`src/hw/rtl/owdk_pkg.sv`:
```
// Package for the omni wheel drive kinematics block.
// Holds widths, fixed-point constants and the stage load struct.
// No dependencies.
package owdk_pkg;

  localparam int NUM_WHEELS = 3;
  localparam int NUM_STAGES = 6;

  localparam int IN_W   = 16;
  localparam int RATE_W = 26;  // exact wheel rate integers, +-728 * 2^15 worst case
  localparam int REV_W  = 25;  // rev/s in Q.24, signed
  localparam int TERM_W = 48;  // one polynomial term in Q.40
  localparam int SUM_W  = 50;  // polynomial sum in Q.40
  localparam int DRV_SH = 40;
  localparam int DRV_W  = 8;
  localparam int D_W    = SUM_W - DRV_SH;
  localparam int LIM_W  = 32;
  localparam int REV_FRAC = 24;

  typedef logic signed [RATE_W-1:0] rate_t;
  typedef logic signed [REV_W-1:0]  rev_t;
  typedef logic signed [TERM_W-1:0] term_t;
  typedef logic signed [SUM_W-1:0]  sum_t;
  typedef logic [DRV_W-1:0]         drive_t;

  // Wheel direction weights, scaled by ten thousandths over twenty.
  localparam rate_t K_500 = rate_t'(500);
  localparam rate_t K_433 = rate_t'(433);
  localparam rate_t K_250 = rate_t'(250);
  localparam rate_t K_45  = rate_t'(45);

  // round(2^32 / (20 pi)), converts rate units to rev/s.
  localparam logic signed [27:0] INV_20PI = 28'sd68356528;

  // Cubic servo calibration, Q.16.
  localparam logic signed [22:0] COEF_A = 23'sd2608680;
  localparam logic signed [22:0] COEF_B = 23'sd826298;
  localparam logic signed [22:0] COEF_C = 23'sd1449637;
  localparam sum_t COEF_D_Q40 = sum_t'(8416539) <<< REV_FRAC;

  localparam logic signed [D_W-1:0] D_MAX = D_W'(255);

  // One load enable for each pipeline stage.
  typedef struct packed {
    logic load_rate;
    logic load_scale;
    logic load_square;
    logic load_cube;
    logic load_terms;
    logic load_sum;
  } stage_ctl_t;

endpackage

```
`src/hw/rtl/owdk_rate_stage.sv`:
```
// First two pipeline stages: exact wheel rates, limit check, scaling to rev/s.
// Depends on owdk_pkg.
module owdk_rate_stage import owdk_pkg::*; #(
  parameter int FRAC_BITS = 12
) (
  input  logic                   clk,
  input  stage_ctl_t             ctl,
  input  logic signed [IN_W-1:0] velocity_x,
  input  logic signed [IN_W-1:0] velocity_y,
  input  logic signed [IN_W-1:0] turn_rate,
  output rev_t                   x_r [NUM_WHEELS],
  output logic [NUM_WHEELS-1:0]  zero_r,
  output logic                   bad_r
);

  localparam logic signed [LIM_W-1:0] LIM = LIM_W'(60) <<< FRAC_BITS;
  localparam int SCALE_SH = FRAC_BITS + 8;
  localparam int PROD_W   = RATE_W + 28;

  rate_t r_nxt [NUM_WHEELS];
  rate_t r_r   [NUM_WHEELS];
  rate_t vx, vy, w;

  logic signed [LIM_W-1:0]  rl   [NUM_WHEELS];
  logic signed [PROD_W-1:0] prod [NUM_WHEELS];
  rev_t                     x_nxt [NUM_WHEELS];
  logic [NUM_WHEELS-1:0]    over, at_lim;
  logic [NUM_WHEELS-1:0]    zero_nxt;

  always_comb begin
    vx = rate_t'(velocity_x);
    vy = rate_t'(velocity_y);
    w  = rate_t'(turn_rate);
    r_nxt[0] = K_45 * w - K_500 * vx;
    r_nxt[1] = K_250 * vx - K_433 * vy + K_45 * w;
    r_nxt[2] = K_433 * vx + K_250 * vy + K_45 * w;
  end

  always_ff @(posedge clk) begin
    if (ctl.load_rate) begin
      r_r <= r_nxt;
    end
  end

  // A rate exactly at the limit is still feasible but drives that wheel with 0.
  always_comb begin
    for (int i = 0; i < NUM_WHEELS; i++) begin
      rl[i]     = LIM_W'(r_r[i]);
      over[i]   = (rl[i] > LIM) || (rl[i] < -LIM);
      at_lim[i] = (rl[i] == LIM) || (rl[i] == -LIM);
      prod[i]   = r_r[i] * INV_20PI;
      x_nxt[i]  = rev_t'(prod[i] >>> SCALE_SH);
    end
    zero_nxt = at_lim | {NUM_WHEELS{|over}};
  end

  always_ff @(posedge clk) begin
    if (ctl.load_scale) begin
      x_r    <= x_nxt;
      zero_r <= zero_nxt;
      bad_r  <= |over;
    end
  end

endmodule

```
`config.mk`:
```
export PLATFORM = sky130hd
export DESIGN_NAME = owdk_rate_stage
export DESIGN_NICKNAME = d
export VERILOG_FILES = /design/src/hw/rtl/owdk_pkg.sv /design/src/hw/rtl/owdk_rate_stage.sv
export SDC_FILE = /design/constraint.sdc
export NUM_CORES = 2
export LEC_CHECK = 0
export ABC_AREA = 0
export CAP_MARGIN = 40
export CORE_ASPECT_RATIO = 0.6
export CORE_MARGIN = 8
export CORE_UTILIZATION = 33
export DETAILED_ROUTE_END_ITERATION = 8
export DONT_BUFFER_PORTS = 1
export SYNTH_ARGS = -nofsm -noshare
export SYNTH_HDL_FRONTEND = slang
export SYNTH_SLANG_ARGS = --single-unit
```
`constraint.sdc`:
```
create_clock -name clk -period 10.84 [get_ports clk]
set_input_delay 1.626 -clock clk [delete_from_list [all_inputs] [get_ports clk]]
set_output_delay 1.626 -clock clk [all_outputs]
set_load 0.02 [all_outputs]
```
# Word level (Yosys, flattened, before mapping)
# Index checks and enable logic that the tools add are counted.
[op_classes]
addsub = 5
multipliers = 9
n_lt_le_gt_ge = 6
n_eq_ne = 6
bitwise_logic = 1
n_reduce_logical = 7
[op_table]
columns = ["cell", "n"]
rows = [
  ["26-bit by 19-bit equality test with 1-bit output (second input constant)", 6],
  ["26-bit by 24-bit multiplier with 41-bit output (second input constant)", 3],
  ["26-bit by 19-bit > comparator with 1-bit output (second input constant)", 3],
  ["26-bit by 19-bit < comparator with 1-bit output (second input constant)", 3],
  ["8-bit by 16-bit multiplier with 24-bit output (first input constant)", 3],
  ["26-bit by 23-bit adder with 26-bit output", 2],
  ["10-bit by 16-bit multiplier with 26-bit output (first input constant)", 2],
  ["26-bit by 25-bit adder with 26-bit output", 1],
  ["23-bit by 26-bit subtractor with 26-bit output", 1],
  ["25-bit by 26-bit subtractor with 26-bit output", 1],
  ["7-bit by 16-bit multiplier with 23-bit output (first input constant)", 1],
  ["1-bit logical OR", 6],
  ["3-bit bitwise OR", 1],
  ["3-bit OR reduction", 1],
]
[totals]
ff_bits = 157
out_inout_bits = 79

# Logic depth before layout (Yosys ltp)
[depth]
ltp_word = 4
ltp_mapped = 37

# Worst setup path before layout
# Ideal clock, no wire load.
[synth_path]
path_kind = "input-to-reg"
from = "input port velocity_x[3]"
to = "register r_r[51] in the netlist's numbering (data pin)"
t_arrival_ns = 9.188
required_time_ns = 10.580
path_slack_ns = 1.392
path_stages = 31
cell_sequence = "fa_1 > inv_1 > fa_1 > inv_1 > fa_1 > inv_1 > fa_1 > inv_1 > ha_1 > nand3_1 > nor2_1 > or3_4 > a311o_2 > a311oi_4 > o21bai_1 > a21oi_2 > xnor2_1 > nor2_1 > nor2_1 > fa_1 > fa_1 > fa_1 > fa_1 > inv_1 > ha_1 > a21o_1 > a21o_1 > a21oi_1 > o21ai_0 > a21oi_1 > xnor2_1"
[synth_rtl]
columns = ["element", "line", "text"]
rows = [
  ["from (decl)", "owdk_rate_stage.sv:8", "input logic signed [IN_W-1:0] velocity_x,"],
  ["to (signal assigned)", "owdk_rate_stage.sv:41", "r_r <= r_nxt;"],
  ["to (decl)", "owdk_rate_stage.sv:21", "rate_t r_r [NUM_WHEELS];"],
]

==> impl_results.html <==
<table>
<tr><th>Metric</th><th>Value</th></tr>
<tr><th colspan="2">Global route</th></tr>
<tr><td>Pin count of the biggest net entering global routing</td><td>80</td></tr>
<tr><td>Number of antenna violations at the first check in global routing</td><td>1</td></tr>
<tr><td>Vias in the first global route</td><td>30973</td></tr>
<tr><td>Wire length of the first global-routing pass</td><td>183000 um</td></tr>
<tr><td>Overall routing resource usage</td><td>15.5%</td></tr>
<tr><td>Overflow left after global routing</td><td>0</td></tr>
<tr><th colspan="2">Setup path</th></tr>
<tr><td>Delay of the slowest cell on the worst path</td><td>540 ps</td></tr>
<tr><td>CP endpoint kind</td><td>flip-flop</td></tr>
<tr><td>Worst Path Required</td><td>11100 ps</td></tr>
<tr><td>Slowest cell on the critical path</td><td>sky130_fd_sc_hd__fa_1</td></tr>
<tr><td>Critical Setup Path Class</td><td>in -&gt; reg</td></tr>
<tr><td>CP max FO</td><td>12</td></tr>
<tr><td>Startpoint kind of the worst setup timing path</td><td>primary input</td></tr>
<tr><td>Arrival time at the worst endpoint</td><td>10090 ps</td></tr>
<tr><th colspan="2">Timing</th></tr>
<tr><td>Achievable Freq</td><td>0.102 GHz</td></tr>
<tr><td>Relative slew margins</td><td>39.0%</td></tr>
<tr><td>Count of endpoints failing hold in the final timing report</td><td>0</td></tr>
<tr><td>Final sum of negative setup slack</td><td>0 ps</td></tr>
<tr><td>RSZ-0062 raised after global routing</td><td>no</td></tr>
<tr><td>Smallest hold slack</td><td>1200 ps</td></tr>
<tr><td>Actual slew at the worst max-slew pin</td><td>907 ps</td></tr>
<tr><td>Slew Viols, Final</td><td>0</td></tr>
<tr><td>Tmin final</td><td>9840 ps</td></tr>
<tr><td>Number of failing setup endpoints in the final timing report</td><td>0</td></tr>
<tr><td>Final clock skew</td><td>20.1 ps</td></tr>
<tr><td>Post-route clock period utilization</td><td>90.7%</td></tr>
<tr><th colspan="2">Logic synthesis</th></tr>
<tr><td>Post-synth EDFFs</td><td>157</td></tr>
<tr><td>Primary FF master, synth</td><td>sky130_fd_sc_hd__edfxtp_1</td></tr>
<tr><td>Count of warnings emitted by yosys</td><td>0</td></tr>
<tr><td>Library cell with the largest summed area after synthesis</td><td>sky130_fd_sc_hd__fa_1</td></tr>
<tr><td>Cell area after synthesis</td><td>46400 um^2</td></tr>
<tr><td>Leading cell types by total area after synthesis</td><td>sky130_fd_sc_hd__fa_1 (35%), sky130_fd_sc_hd__ha_1 (28%), sky130_fd_sc_hd__inv_1 (12%)</td></tr>
<tr><td>Top-area cell type share of the netlist area</td><td>35.0%</td></tr>
<tr><td>FF+latch count, synth</td><td>157</td></tr>
<tr><td>Proportion of synthesized chip area in sequential cells</td><td>10.2%</td></tr>
<tr><td>Proportion of register bits with asynchronous set or reset after synthesis</td><td>0%</td></tr>
<tr><td>Mean instance size in the synthesized netlist</td><td>10.1 um^2</td></tr>
<tr><td>Count of mapped cells out of synthesis</td><td>4593</td></tr>
<tr><td>Post-synthesis net count</td><td>6493</td></tr>
<tr><td>Number of unique standard cell types used by synthesis</td><td>75</td></tr>
<tr><th colspan="2">Drt</th></tr>
<tr><td>Per-cell routed wire length</td><td>17.8 um</td></tr>
<tr><td>Number of vias per cell</td><td>4.57</td></tr>
<tr><td>Number of routed nets with antenna violations</td><td>0</td></tr>
<tr><td>Starting DRT DRC Count</td><td>2049</td></tr>
<tr><td>Wirelength, routed</td><td>116000 um</td></tr>
<tr><td>Total number of vias</td><td>29816</td></tr>
<tr><td>Pre-Repair DR Iteration Count</td><td>5</td></tr>
<tr><td>DRC violation count after routing</td><td>0</td></tr>
<tr><th colspan="2">Clocking</th></tr>
<tr><td>Number of H-tree levels</td><td>4</td></tr>
<tr><td>Sinks on the clock net</td><td>157</td></tr>
<tr><td>Total clock buffers created by CTS</td><td>17</td></tr>
<tr><td>Clk Latency, worst-skew pair</td><td>520 ps</td></tr>
<tr><td>Maximum count of clock buffers along a single path</td><td>2</td></tr>
<tr><td>Register clock-pin slew on the reported worst setup and hold paths</td><td>80 ps</td></tr>
<tr><td>Post-cts resize count</td><td>0</td></tr>
<tr><td>CTS tree</td><td>built</td></tr>
<tr><td>Number of buffers added to fix hold violations after cts</td><td>0</td></tr>
<tr><td>Postcts setup bufs</td><td>0</td></tr>
<tr><td>Cell at the root of the clock tree</td><td>sky130_fd_sc_hd__clkbuf_16</td></tr>
<tr><th colspan="2">Floorplanning</th></tr>
<tr><td>Initial cell density of the core</td><td>33.3%</td></tr>
<tr><td>Total Die Area</td><td>153000 um^2</td></tr>
<tr><td>Overall die width</td><td>500 um</td></tr>
<tr><td>Floorplan Core Area</td><td>140000 um^2</td></tr>
<tr><td>Die Height</td><td>307 um</td></tr>
<tr><td>Placement Rows</td><td>106</td></tr>
<tr><td>I/O pin total</td><td>134</td></tr>
<tr><th colspan="2">Finish</th></tr>
<tr><td># fillers</td><td>14133</td></tr>
<tr><td>Final Non-Filler Cells</td><td>6528</td></tr>
<tr><td>Final net count</td><td>6524</td></tr>
<tr><td>Ratio of cells with drive above 1 in the final layout</td><td>1.57%</td></tr>
<tr><td>Area growth from synthesis to layout</td><td>6.54%</td></tr>
<tr><td>Area of the multi-input gates</td><td>36000 um^2</td></tr>
<tr><td>Area taken by flip-flops and latches</td><td>4710 um^2</td></tr>
<tr><th colspan="2">Worst hold path</th></tr>
<tr><td>Worst hold-check path type</td><td>in -&gt; reg</td></tr>
<tr><th colspan="2">Placement</th></tr>
<tr><td>Weighted congestion at the end of routability-driven global placement</td><td>0.953</td></tr>
<tr><td>Port buffer count</td><td>0</td></tr>
<tr><td># placed instances</td><td>6495</td></tr>
<tr><td>Post-detailed-placement half-perimeter wirelength</td><td>103000 um</td></tr>
<tr><th colspan="2">Run status</th></tr>
<tr><td>Run status</td><td>finished clean</td></tr>
<tr><th colspan="2">Run</th></tr>
<tr><td>Max-cap violation count</td><td>0</td></tr>
</table>
## path summary, 6_finish.rpt
check	from	to	slack, ps	cells past startpoint
worst max register to register	r_r[43]	x_r[48]	2940	23
worst min-delay path	turn_rate[1]	r_r[53]	1200	0
worst max-delay path	velocity_y[3]	r_r[25]	1000	35
worst min register to register	r_r[76]	x_r[74]	1290	4
## synthesized netlist by cell type (all sizes together), types with 4 or more instances
| cell type | number |
|---|---|
| a211oi | 16 |
| a21boi | 10 |
| a21o | 72 |
| a21oi | 118 |
| a221oi | 4 |
| a311oi | 4 |
| a31oi | 13 |
| a41o | 9 |
| a41oi | 4 |
| and2 | 13 |
| and3 | 12 |
| edfxtp | 157 |
| fa | 811 |
| ha | 1034 |
| inv | 1516 |
| nand2 | 88 |
| nand2b | 20 |
| nand3 | 30 |
| nand4 | 15 |
| nor2 | 146 |
| nor2b | 30 |
| nor3 | 43 |
| o211ai | 11 |
| o21a | 33 |
| o21ai | 66 |
| o21bai | 20 |
| o31a | 4 |
| o31ai | 4 |
| or2 | 5 |
| or3 | 12 |
| xnor2 | 161 |
| xor2 | 62 |
## cells by family after synthesis
| family | Yosys count | share of synthesized area, % |
|---|---|---|
| XOR/XNOR | 223 | 4.24 |
| adder cells (fa/ha/maj) | 1848 | 62.9 |
| flip-flops | 157 | 10.2 |
| multiplexers | 3 | 0.0673 |
| AND/OR/NAND/NOR | 423 | 4.33 |
| buffers and inverters | 1518 | 12.3 |
| AO/OA/AOI/OAI | 421 | 6.08 |
## placed cells by master (no fill, tap or decap), types with 20 or more instances in the layout
cell	Yosys	routed
sky130_fd_sc_hd__inv_1	1515	1515
sky130_fd_sc_hd__ha_1	1034	1034
sky130_fd_sc_hd__fa_1	811	811
sky130_fd_sc_hd__xnor2_1	160	160
sky130_fd_sc_hd__edfxtp_1	157	157
sky130_fd_sc_hd__nor2_1	146	146
sky130_fd_sc_hd__a21oi_1	117	117
sky130_fd_sc_hd__nand2_1	88	88
sky130_fd_sc_hd__a21o_1	72	72
sky130_fd_sc_hd__o21ai_0	65	65
sky130_fd_sc_hd__xor2_1	61	61
sky130_fd_sc_hd__nor3_1	42	41
sky130_fd_sc_hd__o21a_1	33	33
sky130_fd_sc_hd__nor2b_1	30	30
sky130_fd_sc_hd__nand3_1	30	30
sky130_fd_sc_hd__o21bai_1	20	20
sky130_fd_sc_hd__nand2b_1	20	20
## registers in the layout, summed over array words and instances, names as in the netlist
name / flops
bad_r: 1
r_r: 78
x_r: 75
zero_r: 3
## routing by layer
layer / global-route usage [%] / part of all wire (%) / vias to the layer above
met2: 20.6 / 38 / 660
met4: 2.41 / 1.2 / 0
met5: 0 / 0 / -
met1: 24.4 / 53 / 14861
met3: 4.88 / 8.2 / 68
li1: - / - / 14227
## stage by stage
step	setup WS (ps)	instance area [um^2]	util, %
floorplan	1390	46400	-
global placement	523	48900	35.0
detailed placement	595	48900	35.1
CTS	1170	49500	35.5
global route	615	49500	35.5
finish	1000	49500	35.5
## worst max-delay path: cells and delay by family
family | cells | cell delay, ps
AO/OA/AOI/OAI | 14 | 3010
XOR/XNOR | 2 | 220
adder cells (fa/ha/maj) | 10 | 4380
buffers and inverters | 7 | 620
AND/OR/NAND/NOR | 2 | 220
## area by class of cell
| type | instances | area share (%) |
|---|---|---|
| Multi-Input combinational cell | 2918 | 72.8 |
| Inverter | 1516 | 11.5 |
| Sequential cell | 157 | 9.53 |
| Tap cell | 1890 | 4.78 |
| Clock buffer | 18 | 0.867 |
| Timing Repair Buffer | 14 | 0.260 |
| Clock inverter | 14 | 0.230 |
| Antenna cell | 1 | 0.00506 |
Power is left out: the tool's default activity adds up to more than one toggle a clock period on the data nets, which glitch-free logic cannot reach.
